**config.mk**
```make
export PLATFORM = sky130hd
export DESIGN_NAME = kf_sqrt
export DESIGN_NICKNAME = d
export VERILOG_FILES = /design/src/hdl/kf_pkg.sv /design/src/hdl/kf_sqrt.sv
export SDC_FILE = /design/constraint.sdc
export NUM_CORES = 1
export LEC_CHECK = 0
export ABC_AREA = 1
export BUFFER_PORTS_ARGS = -buffer_cell sky130_fd_sc_hd__buf_4
export CAP_MARGIN = 15
export CELL_PAD_IN_SITES_DETAIL_PLACEMENT = 0
export CELL_PAD_IN_SITES_GLOBAL_PLACEMENT = 1
export CORE_MARGIN = 5
export CORE_UTILIZATION = 30
export DETAILED_ROUTE_END_ITERATION = 8
export PLACE_DENSITY_LB_ADDON = 0.1
export SYNTH_ARGS = -nofsm -noshare
export SYNTH_HDL_FRONTEND = slang
export SYNTH_SLANG_ARGS = --single-unit
```
**constraint.sdc**
```tcl
create_clock -name aclk -period 6.1 [get_ports aclk]
set_clock_uncertainty 0.15 [all_clocks]
set_input_delay 0.305 -clock aclk [delete_from_list [all_inputs] [get_ports aclk]]
set_output_delay 0.305 -clock aclk [all_outputs]
set_load 0.01 [all_outputs]
```
**src/hdl/kf_pkg.sv**
```systemverilog
`timescale 1ns / 1ps
// ----------------------------------------------------------------------------
// kf_pkg
// Shared types, constants, micro-op encoding and the control store of the
// position/velocity Kalman filter.
// ----------------------------------------------------------------------------
package kf_pkg;

    localparam int FRAC_BITS_DEF = 16;
    localparam int DATA_W        = 32;
    localparam int WIDE_W        = 64;
    localparam int RAM_DEPTH     = 32;
    localparam int RAM_AW        = 5;
    localparam int PC_W          = 7;
    localparam int CFG_AW        = 3;

    // configuration register indexes
    localparam logic [CFG_AW-1:0] CFG_QPOS  = 3'd0;
    localparam logic [CFG_AW-1:0] CFG_QVEL  = 3'd1;
    localparam logic [CFG_AW-1:0] CFG_RPOS  = 3'd2;
    localparam logic [CFG_AW-1:0] CFG_RVEL  = 3'd3;
    localparam logic [CFG_AW-1:0] CFG_X0    = 3'd4;
    localparam logic [CFG_AW-1:0] CFG_V0    = 3'd5;
    localparam logic [CFG_AW-1:0] CFG_P0POS = 3'd6;
    localparam logic [CFG_AW-1:0] CFG_P0VEL = 3'd7;

    // configuration reset values
    localparam logic [30:0] RST_QPOS  = 31'd6554;
    localparam logic [30:0] RST_QVEL  = 31'd32768;
    localparam logic [30:0] RST_RPOS  = 31'd65536;
    localparam logic [30:0] RST_RVEL  = 31'd32768;
    localparam logic [31:0] RST_X0    = 32'd0;
    localparam logic [31:0] RST_V0    = 32'd0;
    localparam logic [30:0] RST_P0POS = 31'd6553600;
    localparam logic [30:0] RST_P0VEL = 31'd655360;

    // operation codes of an input transfer
    localparam logic [2:0] OP_INIT    = 3'd0;
    localparam logic [2:0] OP_PREDICT = 3'd1;
    localparam logic [2:0] OP_PRED_AC = 3'd2;
    localparam logic [2:0] OP_UPD_POS = 3'd3;
    localparam logic [2:0] OP_UPD_BTH = 3'd4;

    // micro-op codes
    localparam logic [3:0] UOP_MOV   = 4'd0;
    localparam logic [3:0] UOP_ADD   = 4'd1;
    localparam logic [3:0] UOP_SUB   = 4'd2;
    localparam logic [3:0] UOP_NEG   = 4'd3;
    localparam logic [3:0] UOP_MUL   = 4'd4;
    localparam logic [3:0] UOP_DIV   = 4'd5;
    localparam logic [3:0] UOP_SQRT  = 4'd6;
    localparam logic [3:0] UOP_JMP   = 4'd7;
    localparam logic [3:0] UOP_JZ    = 4'd8;
    localparam logic [3:0] UOP_JLE   = 4'd9;
    localparam logic [3:0] UOP_SKIPF = 4'd10;
    localparam logic [3:0] UOP_OUT   = 4'd11;

    // operand sources: bit 5 clear selects a register file entry
    localparam logic [5:0] S_POS   = 6'd0;
    localparam logic [5:0] S_VEL   = 6'd1;
    localparam logic [5:0] S_P0    = 6'd2;
    localparam logic [5:0] S_P1    = 6'd3;
    localparam logic [5:0] S_P2    = 6'd4;
    localparam logic [5:0] S_P3    = 6'd5;
    localparam logic [5:0] S_T0    = 6'd6;
    localparam logic [5:0] S_T1    = 6'd7;
    localparam logic [5:0] S_T2    = 6'd8;
    localparam logic [5:0] S_T3    = 6'd9;
    localparam logic [5:0] S_T4    = 6'd10;
    localparam logic [5:0] S_T5    = 6'd11;
    localparam logic [5:0] S_T6    = 6'd12;
    localparam logic [5:0] S_T7    = 6'd13;
    localparam logic [5:0] S_T8    = 6'd14;
    localparam logic [5:0] S_T9    = 6'd15;
    localparam logic [5:0] S_T10   = 6'd16;
    localparam logic [5:0] S_T11   = 6'd17;
    localparam logic [5:0] S_T12   = 6'd18;
    localparam logic [5:0] S_QPOS  = 6'd32;
    localparam logic [5:0] S_QVEL  = 6'd33;
    localparam logic [5:0] S_RPOS  = 6'd34;
    localparam logic [5:0] S_RVEL  = 6'd35;
    localparam logic [5:0] S_X0    = 6'd36;
    localparam logic [5:0] S_V0    = 6'd37;
    localparam logic [5:0] S_P0POS = 6'd38;
    localparam logic [5:0] S_P0VEL = 6'd39;
    localparam logic [5:0] S_DT    = 6'd40;
    localparam logic [5:0] S_ACC   = 6'd41;
    localparam logic [5:0] S_ZP    = 6'd42;
    localparam logic [5:0] S_ZV    = 6'd43;
    localparam logic [5:0] S_ONE   = 6'd44;
    localparam logic [5:0] S_HALF  = 6'd45;
    localparam logic [5:0] S_ZERO  = 6'd46;

    // program entry points
    localparam logic [PC_W-1:0] PC_INIT    = 7'd0;
    localparam logic [PC_W-1:0] PC_PRED    = 7'd7;
    localparam logic [PC_W-1:0] PC_PREDCOV = 7'd9;
    localparam logic [PC_W-1:0] PC_PRED_AC = 7'd21;
    localparam logic [PC_W-1:0] PC_UPD_POS = 7'd30;
    localparam logic [PC_W-1:0] PC_UPD_K   = 7'd34;
    localparam logic [PC_W-1:0] PC_UPD_BTH = 7'd52;
    localparam logic [PC_W-1:0] PC_SKIP    = 7'd108;
    localparam logic [PC_W-1:0] PC_FIN     = 7'd109;

    typedef struct packed {
        logic [3:0]      opc;
        logic [4:0]      dst;
        logic [5:0]      sa;
        logic [5:0]      sb;
        logic [PC_W-1:0] tgt;
    } kf_uop_t;

    function automatic kf_uop_t mk(input logic [3:0] opc, input logic [5:0] d,
                                   input logic [5:0] a, input logic [5:0] b,
                                   input logic [PC_W-1:0] t);
        kf_uop_t u;
        u.opc = opc;
        u.dst = d[4:0];
        u.sa  = a;
        u.sb  = b;
        u.tgt = t;
        return u;
    endfunction

    // saturate a 33-bit signed sum to 32 bits
    function automatic logic [31:0] sat33(input logic [32:0] v);
        logic [31:0] r;
        if (v[32] != v[31]) begin
            r = v[32] ? 32'h8000_0000 : 32'h7fff_ffff;
        end else begin
            r = v[31:0];
        end
        return r;
    endfunction

    // saturate a 64-bit signed value to 32 bits
    function automatic logic [31:0] sat64(input logic signed [63:0] v);
        logic [31:0] r;
        if (v > 64'sh0000_0000_7fff_ffff) begin
            r = 32'h7fff_ffff;
        end else if (v < -64'sh0000_0000_8000_0000) begin
            r = 32'h8000_0000;
        end else begin
            r = v[31:0];
        end
        return r;
    endfunction

    function automatic logic [PC_W-1:0] kf_entry(input logic [2:0] op);
        logic [PC_W-1:0] p;
        unique case (op)
            OP_INIT:    p = PC_INIT;
            OP_PREDICT: p = PC_PRED;
            OP_PRED_AC: p = PC_PRED_AC;
            OP_UPD_POS: p = PC_UPD_POS;
            OP_UPD_BTH: p = PC_UPD_BTH;
            default:    p = PC_FIN;
        endcase
        return p;
    endfunction

    // control store
    function automatic kf_uop_t kf_rom(input logic [PC_W-1:0] pc);
        kf_uop_t u;
        unique case (pc)
            // init from configuration
            7'd0:   u = mk(UOP_MOV, S_POS, S_X0, S_ZERO, '0);
            7'd1:   u = mk(UOP_MOV, S_VEL, S_V0, S_ZERO, '0);
            7'd2:   u = mk(UOP_MOV, S_P0, S_P0POS, S_ZERO, '0);
            7'd3:   u = mk(UOP_MOV, S_P1, S_ZERO, S_ZERO, '0);
            7'd4:   u = mk(UOP_MOV, S_P2, S_ZERO, S_ZERO, '0);
            7'd5:   u = mk(UOP_MOV, S_P3, S_P0VEL, S_ZERO, '0);
            7'd6:   u = mk(UOP_JMP, S_T0, S_ZERO, S_ZERO, PC_FIN);
            // constant-velocity predict
            7'd7:   u = mk(UOP_MUL, S_T0, S_VEL, S_DT, '0);
            7'd8:   u = mk(UOP_ADD, S_POS, S_POS, S_T0, '0);
            // covariance predict
            7'd9:   u = mk(UOP_MUL, S_T0, S_DT, S_P2, '0);
            7'd10:  u = mk(UOP_ADD, S_T0, S_P0, S_T0, '0);
            7'd11:  u = mk(UOP_MUL, S_T1, S_DT, S_P3, '0);
            7'd12:  u = mk(UOP_ADD, S_T1, S_P1, S_T1, '0);
            7'd13:  u = mk(UOP_MUL, S_T2, S_T1, S_DT, '0);
            7'd14:  u = mk(UOP_ADD, S_T0, S_T0, S_T2, '0);
            7'd15:  u = mk(UOP_ADD, S_P0, S_T0, S_QPOS, '0);
            7'd16:  u = mk(UOP_MOV, S_P1, S_T1, S_ZERO, '0);
            7'd17:  u = mk(UOP_MUL, S_T2, S_P3, S_DT, '0);
            7'd18:  u = mk(UOP_ADD, S_P2, S_P2, S_T2, '0);
            7'd19:  u = mk(UOP_ADD, S_P3, S_P3, S_QVEL, '0);
            7'd20:  u = mk(UOP_JMP, S_T0, S_ZERO, S_ZERO, PC_FIN);
            // predict with acceleration
            7'd21:  u = mk(UOP_MUL, S_T0, S_HALF, S_ACC, '0);
            7'd22:  u = mk(UOP_MUL, S_T0, S_T0, S_DT, '0);
            7'd23:  u = mk(UOP_MUL, S_T0, S_T0, S_DT, '0);
            7'd24:  u = mk(UOP_MUL, S_T1, S_VEL, S_DT, '0);
            7'd25:  u = mk(UOP_ADD, S_T0, S_T1, S_T0, '0);
            7'd26:  u = mk(UOP_ADD, S_POS, S_POS, S_T0, '0);
            7'd27:  u = mk(UOP_MUL, S_T1, S_ACC, S_DT, '0);
            7'd28:  u = mk(UOP_ADD, S_VEL, S_VEL, S_T1, '0);
            7'd29:  u = mk(UOP_JMP, S_T0, S_ZERO, S_ZERO, PC_PREDCOV);
            // position update
            7'd30:  u = mk(UOP_ADD, S_T0, S_P0, S_RPOS, '0);
            7'd31:  u = mk(UOP_MOV, S_T1, S_ZERO, S_ZERO, '0);
            7'd32:  u = mk(UOP_JLE, S_T0, S_T0, S_ZERO, PC_UPD_K);
            7'd33:  u = mk(UOP_DIV, S_T1, S_ONE, S_T0, '0);
            7'd34:  u = mk(UOP_MUL, S_T2, S_P0, S_T1, '0);
            7'd35:  u = mk(UOP_MUL, S_T3, S_P2, S_T1, '0);
            7'd36:  u = mk(UOP_SUB, S_T4, S_ZP, S_POS, '0);
            7'd37:  u = mk(UOP_MUL, S_T5, S_T2, S_T4, '0);
            7'd38:  u = mk(UOP_ADD, S_POS, S_POS, S_T5, '0);
            7'd39:  u = mk(UOP_MUL, S_T5, S_T3, S_T4, '0);
            7'd40:  u = mk(UOP_ADD, S_VEL, S_VEL, S_T5, '0);
            7'd41:  u = mk(UOP_SUB, S_T5, S_ONE, S_T2, '0);
            7'd42:  u = mk(UOP_NEG, S_T6, S_T3, S_ZERO, '0);
            7'd43:  u = mk(UOP_MUL, S_T7, S_T5, S_P0, '0);
            7'd44:  u = mk(UOP_MUL, S_T8, S_T5, S_P1, '0);
            7'd45:  u = mk(UOP_MUL, S_T9, S_T6, S_P0, '0);
            7'd46:  u = mk(UOP_ADD, S_P2, S_T9, S_P2, '0);
            7'd47:  u = mk(UOP_MUL, S_T9, S_T6, S_P1, '0);
            7'd48:  u = mk(UOP_ADD, S_P3, S_T9, S_P3, '0);
            7'd49:  u = mk(UOP_MOV, S_P0, S_T7, S_ZERO, '0);
            7'd50:  u = mk(UOP_MOV, S_P1, S_T8, S_ZERO, '0);
            7'd51:  u = mk(UOP_JMP, S_T0, S_ZERO, S_ZERO, PC_FIN);
            // joint update
            7'd52:  u = mk(UOP_ADD, S_T0, S_P0, S_RPOS, '0);
            7'd53:  u = mk(UOP_ADD, S_T1, S_P3, S_RVEL, '0);
            7'd54:  u = mk(UOP_MUL, S_T2, S_T0, S_T1, '0);
            7'd55:  u = mk(UOP_MUL, S_T3, S_P1, S_P2, '0);
            7'd56:  u = mk(UOP_SUB, S_T2, S_T2, S_T3, '0);
            7'd57:  u = mk(UOP_JZ, S_T0, S_T2, S_ZERO, PC_SKIP);
            7'd58:  u = mk(UOP_DIV, S_T3, S_ONE, S_T2, '0);
            7'd59:  u = mk(UOP_MUL, S_T4, S_T1, S_T3, '0);
            7'd60:  u = mk(UOP_NEG, S_T5, S_P1, S_ZERO, '0);
            7'd61:  u = mk(UOP_MUL, S_T5, S_T5, S_T3, '0);
            7'd62:  u = mk(UOP_NEG, S_T6, S_P2, S_ZERO, '0);
            7'd63:  u = mk(UOP_MUL, S_T6, S_T6, S_T3, '0);
            7'd64:  u = mk(UOP_MUL, S_T7, S_T0, S_T3, '0);
            7'd65:  u = mk(UOP_MUL, S_T8, S_P0, S_T4, '0);
            7'd66:  u = mk(UOP_MUL, S_T9, S_P1, S_T6, '0);
            7'd67:  u = mk(UOP_ADD, S_T8, S_T8, S_T9, '0);
            7'd68:  u = mk(UOP_MUL, S_T9, S_P0, S_T5, '0);
            7'd69:  u = mk(UOP_MUL, S_T10, S_P1, S_T7, '0);
            7'd70:  u = mk(UOP_ADD, S_T9, S_T9, S_T10, '0);
            7'd71:  u = mk(UOP_MUL, S_T10, S_P2, S_T4, '0);
            7'd72:  u = mk(UOP_MUL, S_T11, S_P3, S_T6, '0);
            7'd73:  u = mk(UOP_ADD, S_T10, S_T10, S_T11, '0);
            7'd74:  u = mk(UOP_MUL, S_T11, S_P2, S_T5, '0);
            7'd75:  u = mk(UOP_MUL, S_T12, S_P3, S_T7, '0);
            7'd76:  u = mk(UOP_ADD, S_T11, S_T11, S_T12, '0);
            7'd77:  u = mk(UOP_SUB, S_T0, S_ZP, S_POS, '0);
            7'd78:  u = mk(UOP_SUB, S_T1, S_ZV, S_VEL, '0);
            7'd79:  u = mk(UOP_MUL, S_T2, S_T8, S_T0, '0);
            7'd80:  u = mk(UOP_MUL, S_T3, S_T9, S_T1, '0);
            7'd81:  u = mk(UOP_ADD, S_T2, S_T2, S_T3, '0);
            7'd82:  u = mk(UOP_ADD, S_POS, S_POS, S_T2, '0);
            7'd83:  u = mk(UOP_MUL, S_T2, S_T10, S_T0, '0);
            7'd84:  u = mk(UOP_MUL, S_T3, S_T11, S_T1, '0);
            7'd85:  u = mk(UOP_ADD, S_T2, S_T2, S_T3, '0);
            7'd86:  u = mk(UOP_ADD, S_VEL, S_VEL, S_T2, '0);
            7'd87:  u = mk(UOP_SUB, S_T0, S_ONE, S_T8, '0);
            7'd88:  u = mk(UOP_NEG, S_T1, S_T9, S_ZERO, '0);
            7'd89:  u = mk(UOP_NEG, S_T2, S_T10, S_ZERO, '0);
            7'd90:  u = mk(UOP_SUB, S_T3, S_ONE, S_T11, '0);
            7'd91:  u = mk(UOP_MUL, S_T4, S_T0, S_P0, '0);
            7'd92:  u = mk(UOP_MUL, S_T5, S_T1, S_P2, '0);
            7'd93:  u = mk(UOP_ADD, S_T4, S_T4, S_T5, '0);
            7'd94:  u = mk(UOP_MUL, S_T5, S_T0, S_P1, '0);
            7'd95:  u = mk(UOP_MUL, S_T6, S_T1, S_P3, '0);
            7'd96:  u = mk(UOP_ADD, S_T5, S_T5, S_T6, '0);
            7'd97:  u = mk(UOP_MUL, S_T6, S_T2, S_P0, '0);
            7'd98:  u = mk(UOP_MUL, S_T7, S_T3, S_P2, '0);
            7'd99:  u = mk(UOP_ADD, S_T6, S_T6, S_T7, '0);
            7'd100: u = mk(UOP_MUL, S_T7, S_T2, S_P1, '0);
            7'd101: u = mk(UOP_MUL, S_T8, S_T3, S_P3, '0);
            7'd102: u = mk(UOP_ADD, S_T7, S_T7, S_T8, '0);
            7'd103: u = mk(UOP_MOV, S_P0, S_T4, S_ZERO, '0);
            7'd104: u = mk(UOP_MOV, S_P1, S_T5, S_ZERO, '0);
            7'd105: u = mk(UOP_MOV, S_P2, S_T6, S_ZERO, '0);
            7'd106: u = mk(UOP_MOV, S_P3, S_T7, S_ZERO, '0);
            7'd107: u = mk(UOP_JMP, S_T0, S_ZERO, S_ZERO, PC_FIN);
            // singular innovation matrix
            7'd108: u = mk(UOP_SKIPF, S_T0, S_ZERO, S_ZERO, '0);
            // common tail: std deviation, then the result transfer
            7'd109: u = mk(UOP_SQRT, S_T0, S_P0, S_ZERO, '0);
            7'd110: u = mk(UOP_OUT, S_T0, S_POS, S_VEL, '0);
            default: u = mk(UOP_JMP, S_T0, S_ZERO, S_ZERO, PC_FIN);
        endcase
        return u;
    endfunction

endpackage

```
**src/hdl/kf_sqrt.sv**
```systemverilog
`timescale 1ns / 1ps
// ----------------------------------------------------------------------------
// kf_sqrt
// Integer square root of value * 2^FRAC_BITS, bit-pair per cycle; zero for
// a value that is zero or negative.
// ----------------------------------------------------------------------------
module kf_sqrt
    import kf_pkg::*;
#(
    parameter int FRAC_BITS = FRAC_BITS_DEF
) (
    input  logic        aclk,
    input  logic        aresetn,
    input  logic        start,
    input  logic [31:0] value,
    output logic        done,
    output logic [30:0] root
);

    localparam int ITER  = WIDE_W / 2;
    localparam int CNT_W = $clog2(ITER);

    logic              busy_reg, busy_next;
    logic              done_reg, done_next;
    logic [CNT_W-1:0]  cnt_reg, cnt_next;
    logic [WIDE_W-1:0] v_reg, v_next;
    logic [WIDE_W-1:0] res_reg, res_next;
    logic [WIDE_W-1:0] bit_reg, bit_next;
    logic [WIDE_W-1:0] trial;

    always_comb begin
        trial     = res_reg + bit_reg;
        busy_next = busy_reg;
        done_next = 1'b0;
        cnt_next  = cnt_reg;
        v_next    = v_reg;
        res_next  = res_reg;
        bit_next  = bit_reg;
        if (start) begin
            busy_next = 1'b1;
            cnt_next  = '0;
            // non-positive variance runs through as zero and yields zero
            v_next    = (!value[31] && value != '0) ? (WIDE_W'(value) << FRAC_BITS) : '0;
            res_next  = '0;
            bit_next  = WIDE_W'(1) << (WIDE_W - 2);
        end else if (busy_reg) begin
            if (v_reg >= trial) begin
                v_next   = v_reg - trial;
                res_next = (res_reg >> 1) + bit_reg;
            end else begin
                res_next = res_reg >> 1;
            end
            bit_next = bit_reg >> 2;
            cnt_next = cnt_reg + 1'b1;
            if (cnt_reg == CNT_W'(ITER - 1)) begin
                busy_next = 1'b0;
                done_next = 1'b1;
            end
        end
    end

    always_ff @(posedge aclk) begin
        if (!aresetn) begin
            busy_reg <= 1'b0;
            done_reg <= 1'b0;
            cnt_reg  <= '0;
        end else begin
            busy_reg <= busy_next;
            done_reg <= done_next;
            cnt_reg  <= cnt_next;
        end
        v_reg   <= v_next;
        res_reg <= res_next;
        bit_reg <= bit_next;
    end

    assign done = done_reg;
    assign root = res_reg[30:0];

endmodule

```
# After elaboration in Yosys (flattened, before gate mapping)
# Index checks and enable logic that the tools add are counted.
[totals] elab_cells=31 register_bits=167 input_bits=35
[op_classes] n_addsub=4 eq_ne=1 n_bitwise=2 muxes=9 magnitude_cmp=1 reduce_logical=8
[ops] op="64-bit two-way mux" n=4
[ops] op="63-bit by 63-bit adder with 64-bit output" n=1
[ops] op="64-bit by 63-bit adder with 64-bit output" n=1
[ops] op="64-bit >= comparator" n=1
[ops] op="64-bit subtractor" n=1
[ops] op="48-bit two-way mux" n=1
[ops] op="32-bit nonzero test" n=1
[ops] op="5-bit by 1-bit adder with 5-bit output, second input constant" n=1
[ops] op="5-bit == test, second input constant" n=1
[ops] op="1-bit two-way mux" n=4
[ops] op="2-bit nonzero test" n=2
[ops] op="3-bit OR reduction" n=1
[ops] op="1-bit inverter" n=2
[ops] op="2-bit AND reduction" n=1
[ops] op="2-bit OR reduction" n=1
[ops] op="1-bit logical AND" n=1
[ops] op="1-bit zero test" n=1

# Logic depth before layout (Yosys ltp)
[logic_depth] ltp_word=5 mapped_depth=30 mapped_depth_nobuf=28

# Worst setup path before layout
# No wires, ideal clock.
[synth_path] path_kind="reg-to-reg" from="register res_reg[6]" to="register v_reg[0], enable pin" path_stages_with_launch=24 period_less_slack_ns=5.132 setup_slack_ns=0.968 setup_time_ns=0.424 t_required_ns=5.526 arrival_time_ns=4.559 path_cell_list="dfxtp_1 ha_1 nand2_1 o21ai_0 nor2_1 nand2_1 o21ai_0 o21ai_1 nand2_1 nand2_1 a21oi_1 xor2_1 ha_1 nand2_1 nor2_1 inv_2 nor2_1 nand2_1 nor3_2 nand2_2 nand2_2 nand2_2 buf_2 nand2_1"
[synth_between] elab_chain_cells=4
[synth_rtl] item="from (decl)" line="kf_sqrt.sv:27" text="logic [WIDE_W-1:0] res_reg, res_next;"
[synth_rtl] item="from (signal assigned)" line="kf_sqrt.sv:73" text="res_reg <= res_next;"
[synth_rtl] item="64-bit by 63-bit adder with 64-bit output" line="kf_sqrt.sv:32" text="trial = res_reg + bit_reg;"
[synth_rtl] item="64-bit >= comparator" line="kf_sqrt.sv:47" text="if (v_reg >= trial) begin"
[synth_rtl] item="2-bit nonzero test (no line)"
[synth_rtl] item="2-bit AND reduction (no line)"
[synth_rtl] item="to (signal assigned)" line="kf_sqrt.sv:72" text="v_reg <= v_next;"
[synth_rtl] item="to (decl)" line="kf_sqrt.sv:26" text="logic [WIDE_W-1:0] v_reg, v_next;"
# No other way between the ends.
# A chain may end at the register's enable or synchronous reset.

# Final worst setup path
[layout_path] from="register res_reg[52]" to="register v_reg[20], enable pin"
# Same word-level chain as after synthesis.

==> impl_metrics.env <==
export IMPL_layout_cells_non_filler=4422
export IMPL_drc=0
export IMPL_synthTopCellsByArea="nand2_1 (21%), dfxtp_1 (10%), edfxtp_1 (9.6%), inv_1 (9.3%), ha_1 (8.3%)"
export IMPL_cts_made_buffers=17
export IMPL_hp_class="in2reg"
export IMPL_swShare=0.570
export IMPL_clk_pin_slew_worst_paths_ns=0.08
export IMPL_holdPathStages=3
export IMPL_cts_hold_buffers=31
export IMPL_multi_input_area_sq_um=13500
export IMPL_reg2regPathDepth=18
export IMPL_io_buffers=66
export IMPL_start_util=0.303
export IMPL_yosys_most_used_dff="dfxtp_1"
export IMPL_vias=22421
export IMPL_wl_per_cell_um=20.3
export IMPL_total_power_mw=10.7
export IMPL_syn_num_nets=3670
export IMPL_criticalPathCategory="reg2reg"
export IMPL_dr_pass1_iters=8
export IMPL_holdWs_ns=0.0650
export IMPL_relSlewSlack=0.302
export IMPL_fillers=7519
export IMPL_p_per_area_nw_per_um2=485
export IMPL_cp_max_fo=25
export IMPL_wirelength_um=89600
export IMPL_coreArea_sq_um=65900
export IMPL_rows=94
export IMPL_worst_pin_slew_ns=1.04
export IMPL_die_area_sq_um=71800
export IMPL_critPathRequiredTime_ns=6.14
export IMPL_max_vdd_ir_drop_v=0.000405
export IMPL_antenna_cells=0
export IMPL_p_clk_frac=0.111
export IMPL_synth_cell_type_count=49
export IMPL_cts_root_buffer="clkbuf_16"
export IMPL_grtUsageTotal=0.244
export IMPL_dieHeight_um=268
export IMPL_rr_endpoint="v_reg[20]"
export IMPL_r2r_start="res_reg[52]"
export IMPL_gp_congestion=0.985
export IMPL_status="complete, no violations"
export IMPL_post_cts_buffers=0
export IMPL_cp_end_kind="flop"
export IMPL_yosysSeqAreaShare=0.200
export IMPL_synth_most_common_cell="nand2_1"
export IMPL_synth_top_area_cell="nand2_1"
export IMPL_synth_top_area_share=0.210
export IMPL_hp_start="value[4]"
export IMPL_syn_area_sq_um=20000
export IMPL_yosysWarnings=0
export IMPL_hpwl_um=73200
export IMPL_clock_sinks=167
export IMPL_post_route_period_util=0.894
export IMPL_switching_power_mw=6.12
export IMPL_cellLeakagePower_nw=10.0
export IMPL_regArea_sq_um=3990
export IMPL_p_seq_frac=0.191
export IMPL_rsz0062_at_grt="false"
export IMPL_grt_pass1_wl_um=132000
export IMPL_place_inst=4359
export IMPL_hold_violations=0
export IMPL_grt_pass1_vias=22009
export IMPL_vias_per_cell=5.07
export IMPL_gr_total_overflow=0
export IMPL_drive_gt1_frac=0.0548
export IMPL_die_w_um=268
export IMPL_nets=3713
export IMPL_intPower_mw=4.62
export IMPL_reg2reg_slack_ns=0.65
export IMPL_clock_latency_ns=0.50
export IMPL_ant_nets=0
export IMPL_avgSynthCellArea_sq_um=5.70
export IMPL_htree_levels=4
export IMPL_min_period_ns=5.45
export IMPL_post_cts_resized=0
export IMPL_hold_end="v_reg[20]"
export IMPL_combPwrFrac=0.698
export IMPL_synth_common_cells="nand2_1 (1118), inv_1 (493), nor2_1 (439), nand3_1 (266), a21oi_1 (250)"
export IMPL_cp_start_kind="flop"
export IMPL_setup_tns_ns=0
export IMPL_synth_seq_cells=167
export IMPL_setup_violations=0
export IMPL_drtIter0Drc=1499
export IMPL_max_freq_ghz=0.183
export IMPL_antenna_found_initial=0
export IMPL_grt_max_degree=78
export IMPL_cp_arrival_ns=5.49
export IMPL_synth_edf_count=64
export IMPL_synthToLayoutAreaGrowth_pct=11.0
export IMPL_maxCapViolCount=0
export IMPL_synth_cells=3502
export IMPL_clockBufferDepth=2
export IMPL_async_flop_share=0
export IMPL_ioPinCount=67
export IMPL_drv_slew=0
export IMPL_cts_tree="done"
==> worst max path at each step <==
| stage | from | end | cells past startpoint |
|---|---|---|---|
| 2_1_floorplan | res_reg[6] | v_reg[0] | 23 |
| 3_3_place_gp | res_reg[48] | v_reg[20] | 18 |
| 3_5_place_dp | res_reg[52] | v_reg[20] | 18 |
| 4_1_cts | res_reg[52] | v_reg[11] | 18 |
| 5_1_grt | res_reg[52] | v_reg[11] | 18 |
| 6_report | res_reg[52] | v_reg[20] | 18 |
==> through the flow <==
stage | cell area, sq um | worst slack, ns | util
after detailed placement | 21200 | 0.647 | 0.323
after CTS | 22200 | 0.617 | 0.336
final | 22200 | 0.649 | 0.336
after global routing | 22200 | 0.366 | 0.336
after global placement | 21200 | 0.596 | 0.323
after floorplan | 20000 | 0.968 | -
==> cell type report <==
class / count / area share
clock buffers: 20 / 0.0211
clock inverters: 12 / 0.00582
inverters: 501 / 0.0849
multi-input cells: 2720 / 0.607
flip-flops and latches: 167 / 0.180
well taps: 864 / 0.0488
repair buffers: 138 / 0.0520
==> worst max-delay path, cell delays in order, from the launching register on <==
cell,delay [ns]
dfxtp_1,0.60
ha_1,0.31
nand2_1,0.11
nor2_1,0.21
nand2_1,0.17
nor4_1,0.75
nand3_1,0.43
nand3_1,0.17
nand2_1,0.11
ha_1,0.36
nand2_1,0.09
nor3_1,0.26
nand2_1,0.17
nor2_1,0.23
a21oi_4,0.09
nand2_2,0.11
nand2_2,0.07
nand2_2,0.43
buf_12,0.27
==> placed cells by master (no fill, tap or decap), types with 2 or more instances in the layout <==
cell type / n
nor3_1: 36
inv_1: 492
a21oi_1: 250
clkinv_4: 2
nor4_1: 16
a31oi_1: 8
a21o_1: 17
nand2_2: 20
xor2_1: 55
inv_2: 9
a211oi_1: 10
nand2_1: 1117
and3_1: 3
o21bai_1: 22
a21oi_2: 10
edfxtp_1: 64
buf_12: 3
nand4_1: 33
and2_1: 6
o21ai_1: 4
inv_6: 2
nor3_2: 3
nand3b_1: 26
dfxtp_1: 102
inv_8: 4
or2_2: 3
clkbuf_16: 18
o21ai_0: 177
o211ai_1: 3
dlygate4sd3_1: 31
nor2_2: 7
buf_4: 104
nor2_1: 439
ha_1: 132
xnor2_1: 37
nand3_1: 266
o21a_1: 7
==> power by group through the flow <==
stage	combinational [mW]	clock, mW	sequential, mW
after floorplan	5.21	0	1.86
after global placement	7.34	0	2.05
after global routing	8.30	1.25	2.09
after CTS	7.44	1.22	2.04
after detailed placement	7.38	0	2.06
final	7.50	1.19	2.06
==> cells by family after synthesis <==
logic type | after synthesis | synth area share
AO/OA/AOI/OAI | 516 | 0.141
XOR/XNOR | 92 | 0.0404
adder cells (fa/ha/maj) | 133 | 0.0837
buffers and inverters | 615 | 0.127
flip-flops | 167 | 0.200
AND/OR/NAND/NOR | 1979 | 0.409
==> layer usage <==
metal | global-route usage | share of wire
met2 | 0.402 | 0.46
met3 | 0.0244 | 0.041
met1 | 0.324 | 0.46
met4 | 0.110 | 0.048
met5 | 0 | 0
(Power assumes the default switching activity.)
